File: src/rtl/core/pbra_pkg.sv
`default_nettype none

package pbra_pkg;

   localparam int NUM_PAGES       = 16;
   localparam int BLOCKS_PER_PAGE = 64;
   localparam int BLOCK_BYTES     = 64;
   localparam int HDR_BYTES       = 16;
   localparam int PAGE_BYTES      = BLOCKS_PER_PAGE * BLOCK_BYTES;
   localparam int BLOCK_SHIFT     = $clog2(BLOCK_BYTES);
   localparam int PAGE_W          = (NUM_PAGES > 1) ? $clog2(NUM_PAGES) : 1;

   // run search: one power-of-two step per cycle, longest run: one byte lane per cycle
   localparam int FIT_STEPS  = 7;
   localparam int LRUN_LANE  = 8;
   localparam int LRUN_STEPS = BLOCKS_PER_PAGE / LRUN_LANE;

   typedef enum logic [1:0] {
      ST_OK        = 2'd0,
      ST_NO_FIT    = 2'd1,
      ST_TOO_LARGE = 2'd2,
      ST_BAD_RANGE = 2'd3
   } status_type;

   typedef enum logic {
      CMD_ALLOC   = 1'b0,
      CMD_RELEASE = 1'b1
   } cmd_type;

   typedef enum logic [2:0] {
      S_IDLE,
      S_CHECK,
      S_SCAN,
      S_FIT,
      S_MARK,
      S_LRUN,
      S_FINISH
   } state_type;

   typedef struct packed {
      logic       load;
      logic       scan_step;
      logic       fit_start;
      logic       fit_step;
      logic       mark;
      logic       lrun_step;
      logic       set_status;
      status_type status;
      logic       emit;
   } dp_cmd_type;

   typedef struct packed {
      logic is_release;
      logic too_large;
      logic bad_range;
      logic page_fits;
      logic scan_last;
      logic fit_last;
      logic lrun_last;
      logic out_free;
   } dp_stat_type;

endpackage

`default_nettype wire

File: src/rtl/core/pbra_ctrl.sv
`default_nettype none

module pbra_ctrl
   import pbra_pkg::*;
(
   input  wire logic        clock,
   input  wire logic        reset,
   input  wire logic        req_tvalid,
   output logic             req_tready,
   input  wire dp_stat_type stat,
   output dp_cmd_type       cmd
);

   state_type state_ff, state_in;

   always_ff @(posedge clock) begin
      if (reset) begin
         state_ff <= S_IDLE;
      end else begin
         state_ff <= state_in;
      end
   end

   always_comb begin
      state_in   = state_ff;
      cmd        = '0;
      req_tready = 1'b0;
      unique case (state_ff)
         S_IDLE: begin
            req_tready = 1'b1;
            if (req_tvalid) begin
               cmd.load = 1'b1;
               state_in = S_CHECK;
            end
         end
         S_CHECK: begin
            if (stat.is_release) begin
               if (stat.bad_range) begin
                  cmd.set_status = 1'b1;
                  cmd.status     = ST_BAD_RANGE;
                  state_in       = S_FINISH;
               end else begin
                  cmd.mark = 1'b1;
                  state_in = S_LRUN;
               end
            end else if (stat.too_large) begin
               cmd.set_status = 1'b1;
               cmd.status     = ST_TOO_LARGE;
               state_in       = S_FINISH;
            end else begin
               state_in = S_SCAN;
            end
         end
         S_SCAN: begin
            if (stat.page_fits) begin
               cmd.fit_start = 1'b1;
               state_in      = S_FIT;
            end else if (stat.scan_last) begin
               cmd.set_status = 1'b1;
               cmd.status     = ST_NO_FIT;
               state_in       = S_FINISH;
            end else begin
               cmd.scan_step = 1'b1;
            end
         end
         S_FIT: begin
            cmd.fit_step = 1'b1;
            if (stat.fit_last) begin
               state_in = S_MARK;
            end
         end
         S_MARK: begin
            cmd.mark = 1'b1;
            state_in = S_LRUN;
         end
         S_LRUN: begin
            cmd.lrun_step = 1'b1;
            if (stat.lrun_last) begin
               cmd.set_status = 1'b1;
               cmd.status     = ST_OK;
               state_in       = S_FINISH;
            end
         end
         S_FINISH: begin
            if (stat.out_free) begin
               cmd.emit = 1'b1;
               state_in = S_IDLE;
            end
         end
         default: begin
            state_in = S_IDLE;
         end
      endcase
   end

endmodule

`default_nettype wire

File: src/rtl/core/pbra_dpath.sv
`default_nettype none

module pbra_dpath
   import pbra_pkg::*;
(
   input  wire logic        clock,
   input  wire logic        reset,
   input  wire dp_cmd_type  cmd,
   output dp_stat_type      stat,
   input  wire logic        req_cmd,
   input  wire logic [19:0] req_size_bytes,
   input  wire logic [3:0]  req_page_index,
   input  wire logic [5:0]  req_first_block,
   input  wire logic [6:0]  req_block_count,
   output logic             rsp_valid,
   input  wire logic        rsp_ready,
   output status_type       rsp_status,
   output logic [3:0]       rsp_page_index_out,
   output logic [5:0]       rsp_first_block_out,
   output logic [6:0]       rsp_blocks_used,
   output logic [15:0]      rsp_byte_offset
);

   function automatic logic [63:0] run_mask(input logic [6:0] count, input logic [5:0] first);
      logic [63:0] m;
      begin
         m = (count >= 7'(BLOCKS_PER_PAGE)) ? '1 : ((64'd1 << count) - 64'd1);
         return m << first;
      end
   endfunction

   function automatic logic [5:0] lowest_set(input logic [63:0] v);
      logic [5:0] idx;
      begin
         idx = '0;
         for (int i = 63; i >= 0; i--) begin
            if (v[i]) idx = 6'(i);
         end
         return idx;
      end
   endfunction

   // page state
   logic [63:0] map_ff [NUM_PAGES];
   logic [6:0]  lfr_ff [NUM_PAGES];

   // latched request
   logic        is_rel_ff;
   logic        too_large_ff;
   logic [6:0]  cnt_ff;
   logic [3:0]  rpage_ff;
   logic [5:0]  rblock_ff;

   // working registers
   logic [PAGE_W-1:0] page_ff;
   logic [5:0]        block_ff;
   logic [63:0]       pw_ff, acc_ff, wmap_ff;
   logic [6:0]        cur_ff, lcur_ff, lbest_ff;
   logic [2:0]        step_ff;
   status_type        status_ff;

   // result register
   logic              rsp_valid_ff;
   status_type        rsp_status_ff;
   logic [3:0]        rsp_page_ff;
   logic [5:0]        rsp_block_ff;
   logic [6:0]        rsp_count_ff;
   logic [15:0]       rsp_offset_ff;

   // request decode
   logic [20:0] hdr_sum;
   logic [15:0] need;
   logic [7:0]  rel_end;

   assign hdr_sum = {1'b0, req_size_bytes} + 21'(HDR_BYTES);
   assign need    = 16'(hdr_sum >> BLOCK_SHIFT) + 16'd1;
   assign rel_end = {2'b00, rblock_ff} + {1'b0, cnt_ff};

   // fit step
   logic [6:0]  pow;
   logic [63:0] acc_next;
   logic [6:0]  cur_next;

   assign pow = 7'd1 << step_ff;

   always_comb begin
      acc_next = acc_ff;
      cur_next = cur_ff;
      if (cnt_ff[step_ff]) begin
         acc_next = acc_ff & (pw_ff >> cur_ff);
         cur_next = cur_ff + pow;
      end
   end

   // mark
   logic [PAGE_W-1:0] mark_page;
   logic [5:0]        mark_block;
   logic [63:0]       mark_mask;
   logic [63:0]       mark_old;
   logic [63:0]       mark_new;

   assign mark_page  = is_rel_ff ? PAGE_W'(rpage_ff) : page_ff;
   assign mark_block = is_rel_ff ? rblock_ff : lowest_set(acc_ff);
   assign mark_mask  = run_mask(cnt_ff, mark_block);
   assign mark_old   = map_ff[mark_page];
   assign mark_new   = is_rel_ff ? (mark_old & ~mark_mask) : (mark_old | mark_mask);

   // longest run, one byte lane a cycle
   logic [LRUN_LANE-1:0] lane;
   logic [6:0]           lc, lb;

   assign lane = wmap_ff[{step_ff, 3'b000} +: LRUN_LANE];

   always_comb begin
      lc = lcur_ff;
      lb = lbest_ff;
      for (int i = 0; i < LRUN_LANE; i++) begin
         if (!lane[i]) begin
            lc = lc + 7'd1;
            if (lc > lb) lb = lc;
         end else begin
            lc = '0;
         end
      end
   end

   assign stat.is_release = is_rel_ff;
   assign stat.too_large  = too_large_ff;
   assign stat.bad_range  = (32'(rpage_ff) >= NUM_PAGES) || (cnt_ff == 7'd0) ||
                            (cnt_ff > 7'(BLOCKS_PER_PAGE)) || (rel_end > 8'(BLOCKS_PER_PAGE));
   assign stat.page_fits  = lfr_ff[page_ff] >= cnt_ff;
   assign stat.scan_last  = page_ff == PAGE_W'(NUM_PAGES - 1);
   assign stat.fit_last   = step_ff == 3'(FIT_STEPS - 1);
   assign stat.lrun_last  = step_ff == 3'(LRUN_STEPS - 1);
   assign stat.out_free   = !rsp_valid_ff || rsp_ready;

   always_ff @(posedge clock) begin
      if (reset) begin
         for (int p = 0; p < NUM_PAGES; p++) begin
            map_ff[p] <= '0;
            lfr_ff[p] <= 7'(BLOCKS_PER_PAGE);
         end
      end else begin
         if (cmd.mark) begin
            map_ff[mark_page] <= mark_new;
         end
         if (cmd.lrun_step && stat.lrun_last) begin
            lfr_ff[page_ff] <= lb;
         end
      end
   end

   always_ff @(posedge clock) begin
      if (cmd.load) begin
         is_rel_ff    <= req_cmd == CMD_RELEASE;
         too_large_ff <= need > 16'(BLOCKS_PER_PAGE);
         cnt_ff       <= (req_cmd == CMD_RELEASE) ? req_block_count : 7'(need);
         rpage_ff     <= req_page_index;
         rblock_ff    <= req_first_block;
         page_ff      <= '0;
      end
      if (cmd.scan_step) begin
         page_ff <= page_ff + PAGE_W'(1);
      end
      if (cmd.fit_start) begin
         pw_ff   <= ~map_ff[page_ff];
         acc_ff  <= '1;
         cur_ff  <= '0;
         step_ff <= '0;
      end
      if (cmd.fit_step) begin
         pw_ff   <= pw_ff & (pw_ff >> pow);
         acc_ff  <= acc_next;
         cur_ff  <= cur_next;
         step_ff <= step_ff + 3'd1;
      end
      if (cmd.mark) begin
         page_ff  <= mark_page;
         block_ff <= mark_block;
         wmap_ff  <= mark_new;
         lcur_ff  <= '0;
         lbest_ff <= '0;
         step_ff  <= '0;
      end
      if (cmd.lrun_step) begin
         lcur_ff  <= lc;
         lbest_ff <= lb;
         step_ff  <= step_ff + 3'd1;
      end
      if (cmd.set_status) begin
         status_ff <= cmd.status;
      end
   end

   always_ff @(posedge clock) begin
      if (reset) begin
         rsp_valid_ff <= 1'b0;
      end else if (cmd.emit) begin
         rsp_valid_ff <= 1'b1;
      end else if (rsp_ready) begin
         rsp_valid_ff <= 1'b0;
      end
   end

   always_ff @(posedge clock) begin
      if (cmd.emit) begin
         rsp_status_ff <= status_ff;
         if (status_ff == ST_OK) begin
            rsp_page_ff   <= 4'(page_ff);
            rsp_block_ff  <= block_ff;
            rsp_count_ff  <= cnt_ff;
            rsp_offset_ff <= 16'(32'(page_ff) * PAGE_BYTES + 32'(block_ff) * BLOCK_BYTES
                                 + HDR_BYTES);
         end else begin
            rsp_page_ff   <= '0;
            rsp_block_ff  <= '0;
            rsp_count_ff  <= '0;
            rsp_offset_ff <= '0;
         end
      end
   end

   assign rsp_valid           = rsp_valid_ff;
   assign rsp_status          = rsp_status_ff;
   assign rsp_page_index_out  = rsp_page_ff;
   assign rsp_first_block_out = rsp_block_ff;
   assign rsp_blocks_used     = rsp_count_ff;
   assign rsp_byte_offset     = rsp_offset_ff;

   a_fit_found: assert property (@(posedge clock) disable iff (reset)
      (cmd.mark && !is_rel_ff) |-> (acc_ff != 64'd0))
      else $error("no fitting run in chosen page");

   a_run_free: assert property (@(posedge clock) disable iff (reset)
      (cmd.mark && !is_rel_ff) |-> ((mark_old & mark_mask) == 64'd0))
      else $error("allocated run overlaps used blocks");

   a_no_overwrite: assert property (@(posedge clock) disable iff (reset)
      cmd.emit |-> (!rsp_valid_ff || rsp_ready))
      else $error("result overwritten before transfer");

   a_err_zero: assert property (@(posedge clock) disable iff (reset)
      (cmd.emit && status_ff != ST_OK) |=>
         (rsp_page_ff == 4'd0 && rsp_block_ff == 6'd0 && rsp_count_ff == 7'd0 &&
          rsp_offset_ff == 16'd0))
      else $error("error result carries nonzero fields");

endmodule

`default_nettype wire

File: src/rtl/core/page_bitmap_run_allocator_unit.sv
`default_nettype none
// allocate: request transfer, check, a page scan that passes over one page per cycle, run
//   search, mark, longest-run recount, then result valid; a release marks in its check and
//   then recounts; too large and bad range go from check, no fit from scan, to the result
// one item at a time; the run search takes 7 steps and the longest-run recount 8 byte lanes;
//   a stalled result only holds the next item in its finish state
// reset: synchronous; all pages free with longest run 64, no result pending, ready at once

module page_bitmap_run_allocator_unit
   import pbra_pkg::*;
(
   input  wire logic        clock,
   input  wire logic        reset,
   // request channel
   input  wire logic        req_tvalid,
   output logic             req_tready,
   input  wire logic [39:0] req_tdata,  // size_bytes[19:0], page_index[23:20],
                                        // first_block[29:24], block_count[36:30], zero pad
   input  wire logic [0:0]  req_tuser,  // cmd[0]: 0 allocate, 1 release
   // result channel
   output logic             rsp_tvalid,
   input  wire logic        rsp_tready,
   output logic [39:0]      rsp_tdata,  // page_index_out[3:0], first_block_out[9:4],
                                        // blocks_used[16:10], byte_offset[32:17], zero pad
   output logic [1:0]       rsp_tuser   // status[1:0]
);

   dp_cmd_type  cmd;
   dp_stat_type stat;

   status_type  rsp_status;
   logic [3:0]  rsp_page_index_out;
   logic [5:0]  rsp_first_block_out;
   logic [6:0]  rsp_blocks_used;
   logic [15:0] rsp_byte_offset;

   // sequencer: check, scan, fit search, mark, longest-run recount, result handoff
   pbra_ctrl u_ctrl (
      .clock      (clock),
      .reset      (reset),
      .req_tvalid (req_tvalid),
      .req_tready (req_tready),
      .stat       (stat),
      .cmd        (cmd)
   );

   // page bitmaps, run search and result register
   pbra_dpath u_dpath (
      .clock               (clock),
      .reset               (reset),
      .cmd                 (cmd),
      .stat                (stat),
      .req_cmd             (req_tuser[0]),
      .req_size_bytes      (req_tdata[19:0]),
      .req_page_index      (req_tdata[23:20]),
      .req_first_block     (req_tdata[29:24]),
      .req_block_count     (req_tdata[36:30]),
      .rsp_valid           (rsp_tvalid),
      .rsp_ready           (rsp_tready),
      .rsp_status          (rsp_status),
      .rsp_page_index_out  (rsp_page_index_out),
      .rsp_first_block_out (rsp_first_block_out),
      .rsp_blocks_used     (rsp_blocks_used),
      .rsp_byte_offset     (rsp_byte_offset)
   );

   // pack the result transfer
   assign rsp_tdata = {7'd0, rsp_byte_offset, rsp_blocks_used, rsp_first_block_out,
                       rsp_page_index_out};
   assign rsp_tuser = rsp_status;

endmodule

`default_nettype wire

File: config.mk
export PLATFORM = sky130hd
export DESIGN_NAME = page_bitmap_run_allocator_unit
export DESIGN_NICKNAME = d
export VERILOG_FILES = /design/src/rtl/core/pbra_pkg.sv /design/src/rtl/core/pbra_ctrl.sv /design/src/rtl/core/pbra_dpath.sv /design/src/rtl/core/page_bitmap_run_allocator_unit.sv
export SDC_FILE = /design/constraint.sdc
export NUM_CORES = 2
export LEC_CHECK = 0
export ABC_AREA = 1
export BUFFER_PORTS_ARGS = -buffer_cell sky130_fd_sc_hd__buf_2
export CORE_MARGIN = 2
export CORE_UTILIZATION = 38
export CTS_CLUSTER_DIAMETER = 200
export DETAILED_ROUTE_END_ITERATION = 10
export PLACE_DENSITY = 0.5
export SYNTH_ARGS = -nofsm -noshare
export SYNTH_HDL_FRONTEND = slang
export SYNTH_SLANG_ARGS = --single-unit
File: constraint.sdc
create_clock -name clock -period 14.3 [get_ports clock]
set_clock_uncertainty 0.15 [all_clocks]
set_input_delay 0.715 -clock clock [delete_from_list [all_inputs] [get_ports clock]]
set_output_delay 0.715 -clock clock [all_outputs]
set_load 0.005 [all_outputs]
==> out/qor.csv <==
stage;metric;value;unit
run_status;status;completed;
worst_setup_path;critical_path.most_common_cell;nand2_1;
die;die_h;487;um
grt;gr-usage-met1;43.0;%
synthesis;async_reset_ff_share;0;%
grt;antenna_found_initial;11;
sta;finalHoldViolCount;0;
route;drt_iter0_drc;12000;
layout;multiInputGateArea;0.0400;sq mm
layout;final_util;41.7;%
grt;first_global_vias;79100;
sta;grt_setup_unrepaired;no;
grt;overflow;0;
sta;fin_hold_ws;0.0493;ns
synthesis;synth_compound_area_share;14.9;%
place;dp_hpwl;239000;um
synthesis;synth_edf_count;1403;
grt;top_usage_layer;met2;
synthesis;yosysWarnings;0;
route;wl_per_cell;28.1;um
route;first_pass_iters;8;
worst_setup_path;r2r_slack;1.34;ns
synthesis;syn_area;0.0886;sq mm
die;die-width;487;um
layout;num-fill-cells;23300;
synthesis;synth_adder_area_share;1.40;%
cts;cts_num_sinks;1411;
synthesis;ys_seq_area_share;47.7;%
die;fp.dieArea;0.237;sq mm
grt;grt_util_met3;6.68;%
synthesis;ys.flop_type;edfxtp_1;
synthesis;synthTopCellsByArea;edfxtp_1 (48%), nand2_1 (9.8%), nand3_1 (7.9%);
synthesis;postSynthAreaPerCell;7.95;sq um
layout;final_cell_area;0.0969;sq mm
power_and_ir_drop;ir_worst_vdd;0.000710;V
sta;finalSetupTns;0;ns
synthesis;synth_seq_cells;1411;
synthesis;synthMuxAreaShare;1.13;%
route;vias;84800;
die;core;0.232;sq mm
flow_run;maxCapViolCount;0;
grt;use_met2;49.3;%
sta;fin_crit;12.96;ns
route;ant_nets;0;
grt;grt_max_degree;171;
layout;area_delta_synth_final;9.32;%
route;wirelength;391000;um
cts;cts-htree-levels;4;
die;io_pins;89;
worst_setup_path;slowest_delay;0.45;ns
cts;cts_buffers;169;
die;start_util;38.1;%
power_and_ir_drop;power.leakage;0.0383;uW
worst_setup_path;cp-end-kind;flop;
sta;slew_headroom;2.66;%
layout;post_route_cells_drive_above_1_share;7.51;%
worst_setup_path;cp.arrival;13.47;ns
layout;nets;10900;
sta;maxSlewViolCount;0;
worst_setup_path;startpoint_type;flop;
place;port_buffers;69;
cts;clk_latency;0.87;ns
place;place_area;0.0915;sq mm
cts;cts_tree;done;
synthesis;ys_types;74;
worst_setup_path;crit_required;14.81;ns
synthesis;synthXorXnorAreaFrac;0.316;%
grt;grt_pass1_wl;559000;um
worst_setup_path;cp_slowest_cell;edfxtp_1;
route;vias_per_cell;6.09;
grt;track_usage;32.0;%
cts;path_clk_slew;0.07;ns
sta;min_period_over_period;90.6;%
power_and_ir_drop;p_total;28100;uW
synthesis;synth_top_family_by_area;simple AND/OR/NAND/NOR gates;
worst_setup_path;crit_fanout;12;
worst_hold_path;hp-class;in -> reg;
power_and_ir_drop;power_per_cell_area;290;mW/mm^2
worst_setup_path;path_class;reg -> reg;
die;row_count;177;
sta;final-setup-viol-count;0;
route;route.detailed.drc;0;
cts;cts_root_buffer;clkbuf_16;
layout;regArea;0.0423;sq mm
synthesis;synth_simple_gate_area_share;26.9;%
synthesis;syn_inst;11200;
cts;clockBufferDepth;3;
synthesis;synth_top_area_share;47.5;%
sta;worstMarginPinSlew;1.45;ns
synthesis;yosysTopAreaCell;edfxtp_1;
sta;clock.fmax;77.2;MHz
place;place.gp.congestion;0.971;
[final timing paths]
check                        from                     to  cells past startpoint
max            u_dpath.lcur_ff[0]   u_dpath.lfr_ff[4][0]                     85
min                 req_tdata[31]      u_dpath.cnt_ff[1]                      3
max reg2reg    u_dpath.lcur_ff[0]   u_dpath.lfr_ff[4][0]                     85
min reg2reg  u_dpath.status_ff[1]  u_dpath.rsp_status[1]                      0
[layout make-up]
cell class                 count  share of cell area [%]
inverter                     774                    3.04
timing repair buffer         328                    2.67
sequential                  1411                    43.7
clock buffer                 218                    4.60
clock inverter                85                   0.744
multi-input combinational   8062                    41.3
antenna                        5                  0.0129
tap                         3043                    3.93
[placed cells by master, fill, tap and decap left out, types with 97 or more instances in the layout]
master / Yosys / routed
a21oi_1: 557 / 557
inv_1: 717 / 710
o31ai_1: 110 / 97
o21ai_0: 670 / 663
clkbuf_16: 0 / 171
a22oi_1: 338 / 336
edfxtp_1: 1403 / 1403
nand3_1: 1392 / 1391
mux2i_1: 100 / 100
buf_4: 52 / 224
nor2_1: 1716 / 1707
nand2_1: 2311 / 2270
o211ai_1: 99 / 99
[critical path: cells and delay by family, from the launching register on]
kind | cells | cell delay, ns
AOI/OAI and AO/OA | 27 | 4.01
and+or+nand+nor | 30 | 3.40
adders and majority gates | 9 | 2.70
buffers and inverters | 18 | 1.90
DFF | 1 | 0.45
xor gates and xnor gates | 1 | 0.18
[per-layer routing]
| metal | vias to the layer above | part of all wire [%] | wire, um |
|---|---|---|---|
| li1 | 37700 | - | - |
| met1 | 41300 | 40 | 158000 |
| met2 | 4922 | 44 | 172000 |
| met3 | 920 | 10 | 40500 |
| met4 | 4 | 5.2 | 20300 |
| met5 | - | 0.0066 | 26 |
[report_power, final]
group	total (uW)	internal (uW)	switching [uW]
Sequential	5410	5120	290
Clock	4180	2300	1880
Combinational	18500	5440	13100
Total	28100	12900	15200
[cells in the mapped netlist, types with 45 or more instances]
cell and number:
nand2_1 2311, nor2_1 1716, edfxtp_1 1403, nand3_1 1392, inv_1 717, clkbuf_1 703
o21ai_0 670, a21oi_1 557, a22oi_1 338, o31ai_1 110, mux2i_1 100, o211ai_1 99
ha_1 96, a221oi_1 80, buf_2 74, buf_1 71, nand4_1 71, o311ai_0 57
nor3_1 53, buf_4 52, nand2_2 45
[registers in the layout (all words and copies together), names as in the netlist, named ones only]
signal                   cells
u_ctrl.state_ff              3
u_dpath.rblock_ff            6
u_dpath.status_ff            2
u_dpath.map_ff            1024
u_dpath.rpage_ff             4
u_dpath.rsp_byte_offset     11
u_dpath.rsp_valid            1
u_dpath.pw_ff               64
u_dpath.block_ff             6
u_dpath.lcur_ff              7
u_dpath.acc_ff              64
u_dpath.wmap_ff             64
u_dpath.cur_ff               7
u_dpath.lfr_ff             112
u_dpath.page_ff              4
u_dpath.rsp_status           2
u_dpath.too_large_ff         1
u_dpath.is_rel_ff            1
u_dpath.step_ff              3
u_dpath.rsp_blocks_used      7
u_dpath.cnt_ff               7
u_dpath.lbest_ff             7
[repair_timing]
item / 4_1_cts / 5_1_grt
hold buffers: 14 / 0
buffers inserted: 0 / 2
gates resized for setup: 0 / 16
setup endpoints to repair: 0 / 119
endpoints found under the hold margin: 17 / 0
[cells by family (layout without fill, tap and decap cells)]
group | count (synthesis) | after routing
AND/OR/NAND/NOR | 5690 | 5690
other | 1 | 17
adder cells (fa/ha/maj) | 98 | 98
XOR/XNOR | 32 | 32
buffers and inverters | 1693 | 1405
AO/OA/AOI/OAI | 2130 | 2130
multiplexers | 100 | 100
flip-flops | 1411 | 1411
[per-stage QoR]
step                instances  worst slack, ns
detailed placement      13600            0.640
finish                  13900             1.34
global placement        13600            0.570
global route            13900          0.00237
CTS                     13900            0.561
floorplan               11200             1.73
Note: power is estimated with default switching activity, not from simulation.
